<file path="src/abbd_pkg.sv">
// ============================================================================
// abbd_pkg
// Shared types, widths, reset values and codes of the best-box decoder.
// ============================================================================
package abbd_pkg;

    // Default geometry of the detector grid
    localparam int unsigned DET_SIDE_DEFAULT         = 480;
    localparam int unsigned ANCHORS_PER_CELL_DEFAULT = 2;

    // Reciprocal multipliers use this many fraction bits
    localparam int unsigned RECIP_SHIFT = 16;

    // Field widths
    localparam int unsigned LEVEL_W = 2;
    localparam int unsigned INDEX_W = 13;
    localparam int unsigned SCORE_W = 16;
    localparam int unsigned DIST_W  = 16;
    localparam int unsigned KEPT_W  = 24;
    localparam int unsigned COORD_W = 28;
    localparam int unsigned BOX_W   = 32;
    localparam int unsigned INV_W   = 24;

    // Configuration port
    localparam int unsigned DATA_W = 32;
    localparam int unsigned ADDR_W = 3;

    // Register indexes, taken from the word address
    localparam logic REG_SCORE_THRESHOLD = 1'b0;
    localparam logic REG_INV_SCALE       = 1'b1;

    // Register reset values
    localparam logic [SCORE_W-1:0] SCORE_THRESHOLD_RESET = 16'd22938;
    localparam logic [INV_W-1:0]   INV_SCALE_RESET       = 24'd65536;

    // Feature level that carries no anchors
    localparam logic [LEVEL_W-1:0] LEVEL_UNUSED = 2'd3;

    // Input transaction
    typedef struct packed {
        logic [LEVEL_W-1:0] stride_level;
        logic [INDEX_W-1:0] anchor_index;
        logic [SCORE_W-1:0] anchor_score;
        logic [DIST_W-1:0]  dist_left;
        logic [DIST_W-1:0]  dist_top;
        logic [DIST_W-1:0]  dist_right;
        logic [DIST_W-1:0]  dist_bottom;
        logic               last;
    } anchor_t;

    // Result transaction
    typedef struct packed {
        logic                    found;
        logic [SCORE_W-1:0]      box_score;
        logic signed [BOX_W-1:0] box_left;
        logic signed [BOX_W-1:0] box_top;
        logic signed [BOX_W-1:0] box_right;
        logic signed [BOX_W-1:0] box_bottom;
    } result_t;

    // Configuration handed from the register file to the datapath
    typedef struct packed {
        logic [SCORE_W-1:0] score_threshold;
        logic [INV_W-1:0]   inv_scale;
    } cfg_t;

endpackage

</file>
<file path="src/abbd_regs.sv">
// ============================================================================
// abbd_regs
// APB-style register file holding the score threshold and the inverse scale.
// ============================================================================
module abbd_regs
(
    input  logic                        clk,
    input  logic                        rst_n,
    input  logic                        psel,
    input  logic                        penable,
    input  logic                        pwrite,
    input  logic [abbd_pkg::ADDR_W-1:0] paddr,
    input  logic [abbd_pkg::DATA_W-1:0] pwdata,
    output logic [abbd_pkg::DATA_W-1:0] prdata,
    output logic                        pready,
    output abbd_pkg::cfg_t              cfg
);

    logic [abbd_pkg::SCORE_W-1:0] score_threshold_reg;
    logic [abbd_pkg::INV_W-1:0]   inv_scale_reg;
    logic                         wr_en;
    logic                         reg_sel;

    // Decode the access phase of a write
    assign pready  = 1'b1;
    assign wr_en   = psel && penable && pwrite && pready;
    assign reg_sel = paddr[abbd_pkg::ADDR_W-1];

    // Write the addressed register
    always_ff @(posedge clk or negedge rst_n)
    begin
        if (!rst_n)
        begin
            score_threshold_reg <= abbd_pkg::SCORE_THRESHOLD_RESET;
            inv_scale_reg       <= abbd_pkg::INV_SCALE_RESET;
        end
        else if (wr_en)
        begin
            case (reg_sel)
                abbd_pkg::REG_SCORE_THRESHOLD:
                begin
                    score_threshold_reg <= pwdata[abbd_pkg::SCORE_W-1:0];
                end
                abbd_pkg::REG_INV_SCALE:
                begin
                    inv_scale_reg <= pwdata[abbd_pkg::INV_W-1:0];
                end
                default:
                begin
                    score_threshold_reg <= score_threshold_reg;
                end
            endcase
        end
    end

    // Return the addressed register
    always_comb
    begin
        case (reg_sel)
            abbd_pkg::REG_SCORE_THRESHOLD:
            begin
                prdata = abbd_pkg::DATA_W'(score_threshold_reg);
            end
            abbd_pkg::REG_INV_SCALE:
            begin
                prdata = abbd_pkg::DATA_W'(inv_scale_reg);
            end
            default:
            begin
                prdata = '0;
            end
        endcase
    end

    assign cfg.score_threshold = score_threshold_reg;
    assign cfg.inv_scale       = inv_scale_reg;

endmodule

</file>
<file path="config.mk">
export PLATFORM = sky130hd
export DESIGN_NAME = abbd_regs
export DESIGN_NICKNAME = d
export VERILOG_FILES = /design/src/abbd_pkg.sv /design/src/abbd_regs.sv
export SDC_FILE = /design/constraint.sdc
export NUM_CORES = 1
export LEC_CHECK = 0
export BUFFER_PORTS_ARGS = -buffer_cell sky130_fd_sc_hd__buf_4
export CAP_MARGIN = 20
export CORE_ASPECT_RATIO = 0.75
export CORE_MARGIN = 1.5
export CORE_UTILIZATION = 30
export CTS_CLUSTER_DIAMETER = 50
export DETAILED_ROUTE_END_ITERATION = 10
export PLACE_DENSITY = 0.6
export SYNTH_ARGS = -nofsm -noshare
export SYNTH_HDL_FRONTEND = slang
export SYNTH_SLANG_ARGS = --single-unit
export TNS_END_PERCENT = 30
</file>
<file path="constraint.sdc">
create_clock -name clk -period 2.2 [get_ports clk]
set_clock_uncertainty 0.15 [all_clocks]
set_input_delay 0.66 -clock clk [delete_from_list [all_inputs] [get_ports clk]]
set_output_delay 0.66 -clock clk [all_outputs]
set_load 0.03 [all_outputs]
</file>
# Word-level counts from Yosys, hierarchy flattened
# Cells that the tools add are included.
[op_classes]
mux = 1
bitwise = 1
reduce_logical = 4
[ops]
columns = ["op", "count"]
rows = [
  ["one-hot mux 32 bit (2 select lines)", 1],
  ["AND reduction 2 bit", 2],
  ["logical AND 1 bit", 2],
  ["inverter 1 bit", 1],
]
[totals]
reg_bits = 40
output_inout_bits = 73
word_cells = 8

# Depth between registers and ports, before layout
[logic_depth]
ltp_word = 3
ltp_mapped = 4
depth_no_buf = 2

# Least setup slack after synthesis
# OpenSTA, ideal clock, no wires.
[synth_path]
path_kind = "input to output"
from = "input port paddr[2] in the netlist's numbering"
to = "output port prdata[14] in the netlist's numbering"
t_arrival_ns = 1.425
required_ns = 1.390
path_slack_ns = -0.035
stages = 3
n_path_buf = 2
path_cell_list = "buf_6 > clkbuf_1 > mux2_2"
[synth_between]
elab_chain_cells = 2
[synth_rtl]
columns = ["item", "line", "source"]
rows = [
  ["from (decl)", "abbd_regs.sv:12", "input logic [abbd_pkg::ADDR_W-1:0] paddr,"],
  ["inverter 1 bit", "--", ""],
  ["one-hot mux 32 bit (2 select lines) *", "abbd_regs.sv:59", "case (reg_sel)"],
  ["to (decl)", "abbd_regs.sv:14", "output logic [abbd_pkg::DATA_W-1:0] prdata,"],
]
# Every way passes the cells marked *; elsewhere a longest branch is shown, timed or not. The select of a mux whose other input is x is not followed.

# Final worst setup path
[layout_path]
from = "input port paddr[2] in the netlist's numbering"
to = "output port prdata[2] in the netlist's numbering"
# Same word-level chain as after synthesis.

==> results.cfg <==
[run_status]
status = finished, final reports clean

[layout]
n_antenna_cell = 0
final_nets = 263
area_growth_pct = 52.4
drive_gt1_frac = 0.777
multi_input_area_sq_um = 797
largest_reg_flops = 24
ff_latch_area_sq_mm = 0.00101
final_area_sq_mm = 0.00290
fillers = 536
utilization = 0.486

[grt]
track_usage = 0.139
grt_max_degree = 41
grt_pass1_vias = 1407
antenna_found_initial = 0
overflow = 0
grt_pass1_wl_um = 7070

[clock_tree]
clockBufferDepth = 2
cts_tree = yes
cts.clk_slew.worst_paths_ns = 0.08
clock-sinks = 40
ctsHtreeMaxLevel = 2
cts_buffers = 5
clk-insertion-delay-late_ns = 0.28
hold_buffers = 0
cts-root-buf = clkbuf_8

[drt]
maxUsedRoutingLayer = met4
drc = 0
wl_um = 4360
vias = 1311
wl_met1_um = 1990
wl_per_cell_um = 14.4
viasPerCell = 4.34
drt_iter0_drc = 27
met2_length_um = 2020
met3_wirelength_um = 309
drt_pass1_iterations = 4
antenna_left = 0

[sta]
period_minus_slack_ns = 2.19
setup_viol = 0
period_share = 0.993
hold_viol_final = 0
fmaxAchievable_mhz = 458
setup_tns_ns = 0
slew_viol_final = 0
grt_setup_unrepaired = true
finalWorstSetupSlack_ns = 0.0150

[power]
p_leak_nw = 1.43
pwr-share-seq = 0.362
p_sw_frac = 0.389
p_int_mw = 1.78
pwr-share-comb = 0.480
pwr-share-clk = 0.158
ir_drop_v = 0.000407
power-per-cell-area_mw_per_mm2 = 1000
switchingPower_mw = 1.13

[worst_setup_path]
worstPathArrival_ns = 1.38
startpoint_type = input pin
required_ns = 1.39
slowest_stage = mux2_2
critical_path_class = input pin to primary output
crit_chain = buf_12 > buf_12 > mux2_2 > buf_6
crit_fanout = 7
cp_top_family = buffers and inverters
crit_top_cell = buf_12
cp.buffers_inverters = 3
setup.worst_path.end_class = primary output
max_stage_delay_ns = 0.34

[floorplanning]
die_h_um = 72
dieArea_sq_mm = 0.00684
initial_core_util = 0.319
io_pins = 113
num_rows = 24
die_width_um = 95
core_area_sq_mm = 0.00598

[synthesis]
synth_cells = 123
avgSynthCellArea_sq_um = 15.5
synth_seq_cells = 40
yosysMostFrequentCell = mux2_2
yosys_warnings = 0
synth_top_cell_area_share = 0.407
synth_edf_count = 0
synth_common_cells = mux2_2, dfrtp_1, mux2_4, buf_4, dfstp_2
post-synth-top-area-cell = dfrtp_1
postSynth.asyncResetShare = 1.00
synth_area_sq_mm = 0.00190
synth_area_leaders = dfrtp_1, mux2_2, dfstp_2, mux2_4, buf_4
ys_types = 12
ys_seq_area_frac = 0.532
synth_ff_type = dfrtp_1

[job]
cap_violations = 0

[placed_design]
dp_hpwl_um = 3090
pre_cts_ws_ns = -0.0416
portBuffers = 93
placed_cell_area_sq_mm = 0.00267
gp_congestion = 0.683

[hold_path]
hold_class = input pin to async pin
## layout make-up
class                           instances  share of cell area
Clock buffer                            7              0.0263
Clock inverter                          1             0.00172
Multi-Input combinational cell         75               0.275
Sequential cell                        40               0.349
Tap cell                               78              0.0336
Timing Repair Buffer                  101               0.315
## layout by cell type, fill, tap and decap left out
master / instances
buf_16: 1
nand4b_4: 1
clkinv_2: 1
conb_1: 9
bufbuf_16: 1
buf_12: 4
dfstp_2: 9
buf_6: 16
mux2_2: 46
clkbuf_8: 5
buf_4: 79
clkbuf_1: 2
mux2_4: 10
nand4_4: 1
dfrtp_1: 31
and2_1: 8
## power groups by stage
stage               Sequential (mW)  Combinational, mW  Clock [mW]
floorplan                      1.37              0.507           0
global placement               1.06               1.32           0
detailed placement             1.06               1.33           0
CTS                            1.05               1.39       0.485
global route                   1.08               1.46       0.529
finish                         1.05               1.40       0.461
## per-stage QoR
step	hold WS, ns	total power [mW]	cells
floorplan	0.214	1.88	130
global placement	0.363	2.38	290
detailed placement	0.365	2.39	290
CTS	0.192	2.93	302
global route	0.202	3.07	302
finish	0.177	2.91	302
## cells by family after synthesis
kind of cell / synth area share
buffers and inverters: 0.0637
flip-flops: 0.532
multiplexers: 0.351
other: 0.00394
AND/OR/NAND/NOR: 0.0499
## what timing repair did
item,in CTS,in global routing
hold endpoints to repair,0,0
buffers inserted,2,0
resized for setup,15,5
gates cloned,2,0
setup endpoints to repair,16,11
## layer usage
layer	vias to the layer above	global-route usage
met5	-	0
met4	0	0.0448
met3	5	0.0493
met2	48	0.202
met1	648	0.192
li1	610	-
## worst paths after layout
check                      cells after the start                endpoint         startpoint  slack [ns]
hold reg to reg                                1       inv_scale_reg[22]  inv_scale_reg[22]        0.39
min in group clk                               1       inv_scale_reg[22]  inv_scale_reg[22]        0.39
max in group asynchronous                      1  score_threshold_reg[4]              rst_n        1.34
setup reg to reg                               1       inv_scale_reg[21]  inv_scale_reg[21]        1.26
hold / removal                                 1        inv_scale_reg[1]              rst_n        0.18
setup / recovery                               4               prdata[2]           paddr[2]        0.01
(Power assumes the default switching activity.)
