--- config.mk ---
export PLATFORM = sky130hd
export DESIGN_NAME = abbd_scale
export DESIGN_NICKNAME = d
export VERILOG_FILES = /design/src/abbd_pkg.sv /design/src/abbd_scale.sv
export SDC_FILE = /design/constraint.sdc
export NUM_CORES = 1
export LEC_CHECK = 0
export BUFFER_PORTS_ARGS = -buffer_cell sky130_fd_sc_hd__buf_4
export CORE_MARGIN = 8
export CORE_UTILIZATION = 42
export DETAILED_ROUTE_END_ITERATION = 10
export MAX_ROUTING_LAYER = met4
export PLACE_DENSITY_LB_ADDON = 0.2
export SLEW_MARGIN = 25
export SYNTH_ARGS = -nofsm -noshare
export SYNTH_HDL_FRONTEND = slang
export SYNTH_SLANG_ARGS = --single-unit
--- constraint.sdc ---
create_clock -name vclk -period 8.7
set_input_delay 0.435 -clock vclk [all_inputs]
set_output_delay 0.435 -clock vclk [all_outputs]
set_load 0.02 [all_outputs]
--- src/abbd_pkg.sv ---
// ============================================================================
// abbd_pkg
// Shared types, widths, reset values and codes of the best-box decoder.
// ============================================================================
package abbd_pkg;

    // Default geometry of the detector grid
    localparam int unsigned DET_SIDE_DEFAULT         = 480;
    localparam int unsigned ANCHORS_PER_CELL_DEFAULT = 2;

    // Reciprocal multipliers use this many fraction bits
    localparam int unsigned RECIP_SHIFT = 16;

    // Field widths
    localparam int unsigned LEVEL_W = 2;
    localparam int unsigned INDEX_W = 13;
    localparam int unsigned SCORE_W = 16;
    localparam int unsigned DIST_W  = 16;
    localparam int unsigned KEPT_W  = 24;
    localparam int unsigned COORD_W = 28;
    localparam int unsigned BOX_W   = 32;
    localparam int unsigned INV_W   = 24;

    // Configuration port
    localparam int unsigned DATA_W = 32;
    localparam int unsigned ADDR_W = 3;

    // Register indexes, taken from the word address
    localparam logic REG_SCORE_THRESHOLD = 1'b0;
    localparam logic REG_INV_SCALE       = 1'b1;

    // Register reset values
    localparam logic [SCORE_W-1:0] SCORE_THRESHOLD_RESET = 16'd22938;
    localparam logic [INV_W-1:0]   INV_SCALE_RESET       = 24'd65536;

    // Feature level that carries no anchors
    localparam logic [LEVEL_W-1:0] LEVEL_UNUSED = 2'd3;

    // Input transaction
    typedef struct packed {
        logic [LEVEL_W-1:0] stride_level;
        logic [INDEX_W-1:0] anchor_index;
        logic [SCORE_W-1:0] anchor_score;
        logic [DIST_W-1:0]  dist_left;
        logic [DIST_W-1:0]  dist_top;
        logic [DIST_W-1:0]  dist_right;
        logic [DIST_W-1:0]  dist_bottom;
        logic               last;
    } anchor_t;

    // Result transaction
    typedef struct packed {
        logic                    found;
        logic [SCORE_W-1:0]      box_score;
        logic signed [BOX_W-1:0] box_left;
        logic signed [BOX_W-1:0] box_top;
        logic signed [BOX_W-1:0] box_right;
        logic signed [BOX_W-1:0] box_bottom;
    } result_t;

    // Configuration handed from the register file to the datapath
    typedef struct packed {
        logic [SCORE_W-1:0] score_threshold;
        logic [INV_W-1:0]   inv_scale;
    } cfg_t;

endpackage

--- src/abbd_scale.sv ---
// ============================================================================
// abbd_scale
// Maps one kept coordinate to frame pixels: multiply by the inverse scale,
// round half up, shift out 16 fraction bits and saturate to 32 bits.
// ============================================================================
module abbd_scale
(
    input  logic signed [abbd_pkg::KEPT_W-1:0] kept_coord,
    input  logic        [abbd_pkg::INV_W-1:0]  inv_scale,
    output logic signed [abbd_pkg::BOX_W-1:0]  box_coord
);

    localparam int unsigned PROD_W = abbd_pkg::KEPT_W + abbd_pkg::INV_W + 1;
    localparam int unsigned SUM_W  = PROD_W + 1;
    localparam int unsigned QUO_W  = SUM_W - abbd_pkg::RECIP_SHIFT;

    localparam logic signed [QUO_W-1:0] BOX_MAX =
        QUO_W'({1'b0, {(abbd_pkg::BOX_W-1){1'b1}}});
    localparam logic signed [QUO_W-1:0] BOX_MIN =
        -QUO_W'({1'b1, {(abbd_pkg::BOX_W-1){1'b0}}});
    localparam logic signed [SUM_W-1:0] HALF =
        SUM_W'(1) << (abbd_pkg::RECIP_SHIFT - 1);

    logic signed [PROD_W-1:0] prod;
    logic signed [SUM_W-1:0]  sum;
    logic signed [QUO_W-1:0]  quo;

    // Scale and round
    assign prod = kept_coord * $signed({1'b0, inv_scale});
    assign sum  = $signed({prod[PROD_W-1], prod}) + HALF;
    assign quo  = $signed(sum[SUM_W-1:abbd_pkg::RECIP_SHIFT]);

    // Saturate to the output range
    always_comb
    begin
        if (quo > BOX_MAX)
        begin
            box_coord = $signed({1'b0, {(abbd_pkg::BOX_W-1){1'b1}}});
        end
        else if (quo < BOX_MIN)
        begin
            box_coord = $signed({1'b1, {(abbd_pkg::BOX_W-1){1'b0}}});
        end
        else
        begin
            box_coord = quo[abbd_pkg::BOX_W-1:0];
        end
    end

endmodule

# == Yosys cells after proc, flatten, opt, wreduce, memory -nomap -nowiden ==
# Cells that the tools add are included.
# classes
add_sub_neg,1
multipliers,1
order_cmp,2
mux,2
# op_table
operator,n
32-bit 2-to-1 mux,2
49-bit by 17-bit adder with 50-bit output (second input constant),1
24-bit by 25-bit multiplier with 49-bit output,1
34-bit by 32-bit greater-than comparator with 1-bit output (second input constant),1
34-bit by 32-bit less-than comparator with 1-bit output (second input constant),1
# totals
register_bits,0
output_inout_bits,32
wordCells,6

# == Longest topological paths before layout ==
# Gate-level depths: netlist of run 1.
# depth
word_depth,5
mapped_depth,28
mapped_depth_nobuf,25

# == Worst setup path after synthesis of run 1 ==
# Ideal clock, no wire load.
# synth_path
kind,input to output
start,input port kept_coord[0] in the netlist's numbering
end,output port box_coord[0] in the netlist's numbering
t_arrival_ps,6909
t_required_ps,8265
slack_ps,1356
stages,27
n_path_buf,3
cell_sequence,clkbuf_1 > and2_1 > fa_1 > inv_1 > fa_1 > fa_1 > inv_1 > fa_1 > inv_1 > fa_1 > inv_1 > fa_1 > inv_1 > fa_1 > inv_1 > ha_1 > buf_2 > nand4_1 > a2111oi_4 > nand3_1 > o211a_2 > or4_1 > a21oi_2 > xnor2_1 > o211ai_2 > buf_6 > a21o_1
# synth_via
elab_chain_cells,5
word_cells_on_any_way,6
classes_between,add/sub: 1; mul: 1; order compare: 2; mux: 2
# synth_rtl
element,line,text
start: declaration,abbd_scale.sv:8,"input logic signed [abbd_pkg::KEPT_W-1:0] kept_coord,"
24-bit by 25-bit multiplier with 49-bit output *,abbd_scale.sv:29,"assign prod = kept_coord * $signed({1'b0, inv_scale});"
49-bit by 17-bit adder with 50-bit output *,abbd_scale.sv:30,"assign sum = $signed({prod[PROD_W-1], prod}) + HALF;"
34-bit by 32-bit less-than comparator with 1-bit output,abbd_scale.sv:40,else if (quo < BOX_MIN)
32-bit 2-to-1 mux,abbd_scale.sv:40,
32-bit 2-to-1 mux *,abbd_scale.sv:36,if (quo > BOX_MAX)
end: declaration,abbd_scale.sv:10,output logic signed [abbd_pkg::BOX_W-1:0] box_coord
# Mark *: on every way between the ends. The rest lies on a longest branch, timed or not.

# == Final worst setup path of run 1 ==
# layout_path
start,input port kept_coord[9] in the netlist's numbering
end,output port box_coord[26] in the netlist's numbering
# Same word-level chain as after synthesis.

==> impl_metrics.json, run 1 <==
{
  "synth_top_area_cell": "fa_1",
  "gp_congestion": 0.897,
  "finalSetupViolCount": 0,
  "ios": 80,
  "finalWirelength_mm": 51.2,
  "grt_use_total_pct": 20.2,
  "synth_cell_types": 54,
  "num_vias": 14200,
  "slew_headroom_pct": 48.0,
  "cp.arrival_ns": 7.83,
  "dr.pass1.iters": 5,
  "dieArea_um2": 53300,
  "finalCritPeriodShare_pct": 95.0,
  "area_growth_pct": 5.15,
  "drt_iter0_markers": 808,
  "grt_pass1_wl_mm": 84.3,
  "seq_area_frac_synth_pct": 0,
  "ff_latch_area_um2": 0,
  "fmax_mhz": 121,
  "yosys_warnings": 0,
  "cp_max_fo": 31,
  "maxCapViolCount": 0,
  "grt_pass1_vias": 16000,
  "worst_pin_slew_ns": 0.777,
  "netlist_instances": 2201,
  "cp-end-kind": "output pin",
  "critPathLaunchType": "primary input",
  "fin_nets": 2911,
  "cts_setup_buffers": 0,
  "grt_max_degree": 32,
  "hpwlAfterDp_mm": 42.9,
  "synth.area.top_cells": "fa_1, ha_1, inv_1",
  "via_per_inst": 5.12,
  "rsz0062_at_grt": "no",
  "yosys-top-cells-count": "inv_1, fa_1, nand2_1",
  "hold_buffers": 0,
  "antenna_found_initial": 1,
  "synth.avg_cell_area_um2": 8.81,
  "slew_viol_final": 0,
  "row_count": 78,
  "synth_most_common_cell": "inv_1",
  "min_from": "kept_coord[1]",
  "layout-drive-gt1-share_pct": 4.86,
  "netlist_area_um2": 19400,
  "setup-tns-final_ns": 0,
  "finalHoldViolCount": 0,
  "ant_nets": 0,
  "synth_nets": 2931,
  "period_minus_slack_ns": 8.26,
  "crit_type": "primary input to output pin",
  "whs_ns": 1.93,
  "gr-total-overflow": 0,
  "min_path_type": "primary input to output pin",
  "die_h_um": 231,
  "numSequentialCells": 0,
  "start_util_pct": 42.6,
  "cts_resized": 0,
  "cp-startpoint": "kept_coord[9]",
  "portBuffers": 80,
  "routedWlPerCell_um": 18.4,
  "multi_input_area_um2": 16900,
  "netlist.area_leader.share_pct": 49.8,
  "fin_util_pct": 44.8,
  "nClkBuffers": 0,
  "die_w_um": 231,
  "required_ns": 8.27,
  "status": "complete, no violations",
  "drc": 0,
  "nFillCells": 4617,
  "fp.coreArea_um2": 45500
}
cell type report:
type	instances	share of cell area, %
multi-input cells	1546	82.9
repair buffers	93	3.42
diodes	1	0.0123
well taps	600	3.68
inverters	540	9.94
metrics by stage:
stage	instances	cell area [um^2]	setup slack (ns)
2_1_floorplan	2201	19400	1.36
3_3_place_gp	2779	20400	0.229
3_5_place_dp	2779	20400	0.446
4_1_cts	2779	20400	0.423
5_1_grt	2780	20400	0.0795
6_report	2780	20400	0.437
cells by family (layout without fill, tap and decap cells):
kind of cell,after synthesis,after routing,synth area share [%]
compound gates,163,163,5.81
xor+xnor,33,33,1.49
fa+ha+maj,682,682,62.7
buf+inv,655,633,12.8
other cells,0,1,0
simple gates,668,668,17.2
placed cells by master, fill, tap and decap left out, types with 11 or more instances in the layout:
| master | count |
|---|---|
| a21o_1 | 49 |
| a21oi_1 | 43 |
| and2_1 | 262 |
| buf_4 | 93 |
| fa_1 | 482 |
| ha_1 | 200 |
| inv_1 | 540 |
| nand2_1 | 319 |
| nand2b_1 | 15 |
| nand4_1 | 15 |
| nor2_1 | 18 |
| nor2b_1 | 11 |
| o21ai_0 | 16 |
| xnor2_1 | 16 |
| xor2_1 | 17 |
metal layers:
layer  vias to the layer above  GRT usage [%]  wire (um)
met2                       302           37.3      27600
met5                         -              -          0
met1                      7464           24.1      20600
met4                         0           5.42       1700
li1                       6396              -          -
met3                        75          0.331       1170
worst max-delay path: stages:
cell and delay, ns:
buf_4 0.29, nand2_1 0.14, fa_1 0.55, inv_1 0.05, fa_1 0.53, inv_1 0.05
fa_1 0.49, inv_1 0.05, fa_1 0.61, fa_1 0.47, fa_1 0.50, inv_1 0.05
fa_1 0.54, inv_1 0.06, ha_1 0.38, nand2_1 0.09, o21ai_1 0.32, nor3_1 0.12
o211a_2 0.18, or4_1 0.51, a21oi_2 0.15, xnor2_1 0.13, o211ai_4 0.67, a41o_1 0.26
buf_4 0.14
worst paths after layout:
| kind | to | slack (ns) | cells after the start |
|---|---|---|---|
| hold / removal | box_coord[1] | 1.93 | 8 |
| setup / recovery | box_coord[26] | 0.44 | 25 |
Power of run 1 is not shown: default switching activity piles up to over one toggle a cycle in this logic, so the estimate is an artifact.
==> run 2: changes to the inputs <==
--- a/config.mk
+++ b/config.mk
@@ -7,2 +7,3 @@
 export LEC_CHECK = 0
+export ABC_AREA = 1
 export BUFFER_PORTS_ARGS = -buffer_cell sky130_fd_sc_hd__buf_4
==> constraint.sdc (replaced) <==
create_clock -name vclk -period 8.7
set_input_delay 1.305 -clock vclk [all_inputs]
set_output_delay 1.305 -clock vclk [all_outputs]
set_load 0.02 [all_outputs]
==> run 2 against run 1 <==
Net effect:
- die area increased by 6.3%
- worst setup slack got worse by 0.48 ns
- the run now ends with setup timing left
- highest routed layer unchanged
- worst hold slack improved by 1.9 ns
- sequential share of layout area unchanged
- critical path type unchanged
==> impl_metrics.json, run 2 <==
{
  "slew_headroom_pct": 72.9,
  "cp.arrival_ns": 7.44,
  "antenna_found_initial": 0,
  "finalSetupViolCount": 18,
  "setup-tns-final_ns": -0.255,
  "nFillCells": 4866,
  "numSequentialCells": 0,
  "maxCapViolCount": 0,
  "gp_congestion": 0.937,
  "nClkBuffers": 0,
  "cpMostUsedCell": "fa_1",
  "yosys_warnings": 0,
  "start_util_pct": 42.4,
  "status": "finished with violations",
  "hpwlAfterDp_mm": 52.9,
  "synth_top_area_cell": "fa_1",
  "cp-end-kind": "output pin",
  "synth_cell_types": 35,
  "ff_latch_area_um2": 0,
  "fin_nets": 3756,
  "netlist_instances": 2818,
  "place_inst": 3661,
  "area_growth_pct": 20.6,
  "via_per_inst": 4.74,
  "die_h_um": 238,
  "fp.coreArea_um2": 48800,
  "rsz0062_at_grt": "yes",
  "fmax_mhz": 114,
  "portBuffers": 80,
  "synth_most_common_cell": "inv_1",
  "synth.area.top_cells": "fa_1, inv_1, nand2_1",
  "finalHoldViolCount": 0,
  "cp_max_fo": 7,
  "slew_viol_final": 0,
  "synth_nets": 3548,
  "min_path_type": "primary input to output pin",
  "violations": "setup timing",
  "yosys-top-cells-count": "inv_1, nand2_1, fa_1",
  "critPathLaunchType": "primary input",
  "netlist_area_um2": 20700,
  "dr.pass1.iters": 5,
  "period_minus_slack_ns": 8.74,
  "mostFrequentLayoutCells": "inv_1, nand2_1, fa_1",
  "finalWirelength_mm": 60.5,
  "die_w_um": 238,
  "routedWlPerCell_um": 16.4,
  "num_vias": 17500,
  "required_ns": 7.39,
  "max_stage_delay_ns": 0.57,
  "row_count": 81,
  "seq_area_frac_synth_pct": 0,
  "dieArea_um2": 56700,
  "hold_buffers": 0,
  "crit_type": "primary input to output pin",
  "finalCritPeriodShare_pct": 100,
  "ios": 80,
  "synth.avg_cell_area_um2": 7.35,
  "grt_use_total_pct": 22.0,
  "grt_max_degree": 23,
  "gr-total-overflow": 0,
  "grt_pass1_vias": 19000,
  "stdcell_count": 3688,
  "crit_path_top_delay_cell": "fa_1",
  "netlist.area_leader.share_pct": 46.6,
  "drt_iter0_markers": 969,
  "ant_nets": 0,
  "drc": 0,
  "layout-drive-gt1-share_pct": 18.0,
  "worst_pin_slew_ns": 0.403,
  "insertedDiodeCount": 0,
  "grt_pass1_wl_mm": 98.0,
  "final_common_cell": "inv_1",
  "setup_ws_ns": -0.0402
}
[run 2: changes by cell type after synthesis, moves of 11 or more]
cell / before / now
or2_2: 2 / 14
inv_1: 540 / 891
nor2_1: 18 / 85
nor2b_1: 11 / 0
nand3_1: 9 / 33
a21oi_1: 43 / 56
nand2_2: 0 / 16
nand2b_1: 15 / 0
a21o_1: 49 / 1
and2_1: 262 / 4
nand2_1: 319 / 842
clkbuf_1: 106 / 95
[run 2: worst max-delay path: cells and delay by family]
| family | cells | cell delay (ns) |
|---|---|---|
| buffers and inverters | 8 | 0.91 |
| adders and majority gates | 8 | 3.75 |
| and+or+nand+nor | 9 | 0.85 |
| AOI/OAI and AO/OA | 3 | 0.59 |
[run 2: cell type report]
cell class,instances,area [um^2],area share [%]
multi-input cells,1822,17800,71.3
well taps,664,831,3.33
repair buffers,308,2970,11.9
inverters,894,3360,13.5
[run 2: cell families after synthesis]
| group | Yosys count | share of synthesized area [%] |
|---|---|---|
| adders and majority gates | 682 | 58.7 |
| and+or+nand+nor | 1023 | 19.6 |
| xor gates and xnor gates | 21 | 0.888 |
| buffers and inverters | 996 | 18.3 |
| AOI/OAI and AO/OA | 96 | 2.57 |
[run 2: worst paths after layout]
kind | start | to | slack [ns] | cells past startpoint
setup / recovery | kept_coord[23] | box_coord[17] | -0.04 | 28
hold / removal | inv_scale[0] | box_coord[5] | 3.79 | 10
[run 2: layer usage]
layer / vias up / global-route usage [%] / part of all wire (%)
li1: 8264 / - / -
met1: 8686 / 28.3 / 42
met2: 436 / 37.8 / 50
met3: 101 / 1.12 / 4.4
met4: 0 / 5.73 / 3.1
met5: - / - / 0
[run 2: through the flow]
step	hold WS [ns]	area [um^2]	util, %	setup WS (ns)
after floorplan	3.26	20700	-	0.373
after global placement	3.79	23400	47.9	-0.218
after detailed placement	3.82	23400	47.9	-0.219
after CTS	3.82	23700	48.5	0.000500
after global routing	3.86	25000	51.1	-0.280
final	3.79	25000	51.1	-0.0402
[run 2: what timing repair did]
action,4_1_cts,5_1_grt
gates cloned,0,6
setup buffers,2,19
resized for setup,57,287
pin swaps,14,66
setup endpoints to repair,31,32
Power of run 2 is left out for the same reason.
==> run 3: changes to the inputs <==
- REMOVE_ABC_BUFFERS: unset -> 1
==> run 3 against run 2 <==
Net effect:
- final cell count about the same
- largest cell class unchanged
- fmax grew 0.92%
- sequential cell count stayed put
- the run now ends clean
- non-clock buffer count up 2
- via count up 2.3%
==> impl_metrics.json, run 3 (synthesis gave the netlist of run 2 again) <==
{
  "status": "complete, no violations",
  "row_count": 81,
  "finalWirelength_mm": 66.0,
  "numSequentialCells": 0,
  "worst_pin_slew_ns": 0.419,
  "grt_pass1_vias": 19400,
  "dieArea_um2": 56700,
  "crit_path_top_delay_cell": "fa_1",
  "multi_input_area_um2": 18000,
  "antenna_found_initial": 1,
  "cp_max_fo": 15,
  "mostFrequentLayoutCells": "inv_1, nand2_1, fa_1",
  "ff_latch_area_um2": 0,
  "ant_nets": 0,
  "grt_max_degree": 23,
  "finalCritPeriodShare_pct": 99.6,
  "layout-drive-gt1-share_pct": 19.6,
  "max_stage_delay_ns": 0.59,
  "stdcell_count": 3691,
  "slew_headroom_pct": 71.9,
  "min_path_type": "primary input to output pin",
  "area_growth_pct": 22.1,
  "cpMostUsedCell": "fa_1",
  "fmax_mhz": 115,
  "crit_type": "primary input to output pin",
  "num_vias": 17900,
  "gp_congestion": 0.959,
  "place_inst": 3669,
  "ios": 80,
  "die_h_um": 238,
  "nClkBuffers": 0,
  "routedWlPerCell_um": 17.9,
  "maxCapViolCount": 0,
  "via_per_inst": 4.85,
  "fin_nets": 3758,
  "drc": 0,
  "setup-tns-final_ns": 0,
  "fp.coreArea_um2": 48800,
  "hold_buffers": 0,
  "start_util_pct": 42.4,
  "gr-total-overflow": 0,
  "period_minus_slack_ns": 8.66,
  "finalSetupViolCount": 0,
  "dr.pass1.iters": 6,
  "required_ns": 7.39,
  "slew_viol_final": 0,
  "grt_use_total_pct": 23.7,
  "cp-end-kind": "output pin",
  "cp.arrival_ns": 7.36,
  "nFillCells": 4754,
  "portBuffers": 80,
  "finalHoldViolCount": 0,
  "hpwlAfterDp_mm": 56.0,
  "drt_iter0_markers": 1222,
  "critPathLaunchType": "primary input",
  "final_common_cell": "inv_1",
  "rsz0062_at_grt": "yes",
  "die_w_um": 238,
  "grt_pass1_wl_mm": 103,
  "whs_ns": 4.04
}
[run 3: changes by cell type in the layout (fill, tap and decap cells not counted), sizes merged]
cell      previous run  this run
inv                893       894
buf                302       305
clkbuf               6         5
clkinvlp             1         0
diode                0         1
[run 3: path summary, 6_finish.rpt]
path                       from           end  slack [ns]  cells after the start
setup / recovery  inv_scale[17]  box_coord[4]        0.04                     27
hold / removal     inv_scale[0]  box_coord[5]        4.04                     10
[run 3: cell type report]
| type | count | share of cell area [%] |
|---|---|---|
| Antenna cell | 1 | 0.00990 |
| Inverter | 894 | 13.3 |
| Multi-Input combinational cell | 1822 | 71.3 |
| Tap cell | 664 | 3.29 |
| Timing Repair Buffer | 310 | 12.1 |
[run 3: timing repair]
item                       in CTS  in global routing
setup buffers                   3                 12
pin swaps                       8                 82
cloned                          2                  5
setup endpoints to repair      31                 32
resized for setup             118                313
[run 3: through the flow]
step / worst slack, ns / area (um^2) / utilization, %
after detailed placement: -0.262 / 23300 / 47.8
after global routing: -0.208 / 25300 / 51.8
after floorplan: 0.433 / 20300 / -
final: 0.0391 / 25300 / 51.8
after global placement: -0.210 / 23300 / 47.8
after CTS: -0.00750 / 24000 / 49.2
[run 3: layer usage]
metal	global-route usage, %	share of wire (%)	vias up
met5	-	0	-
met4	5.94	3.4	0
met3	4.51	8.4	121
met2	39.0	47	648
met1	30.0	41	8833
li1	-	-	8286
[run 3: critical path, delay by kind of cell]
kind / cells / cell delay, ns
adders and majority gates: 8 / 3.82
buffers and inverters: 9 / 0.93
and+or+nand+nor: 7 / 0.83
AOI/OAI and AO/OA: 3 / 0.44
Power of run 3 is left out for the same reason.
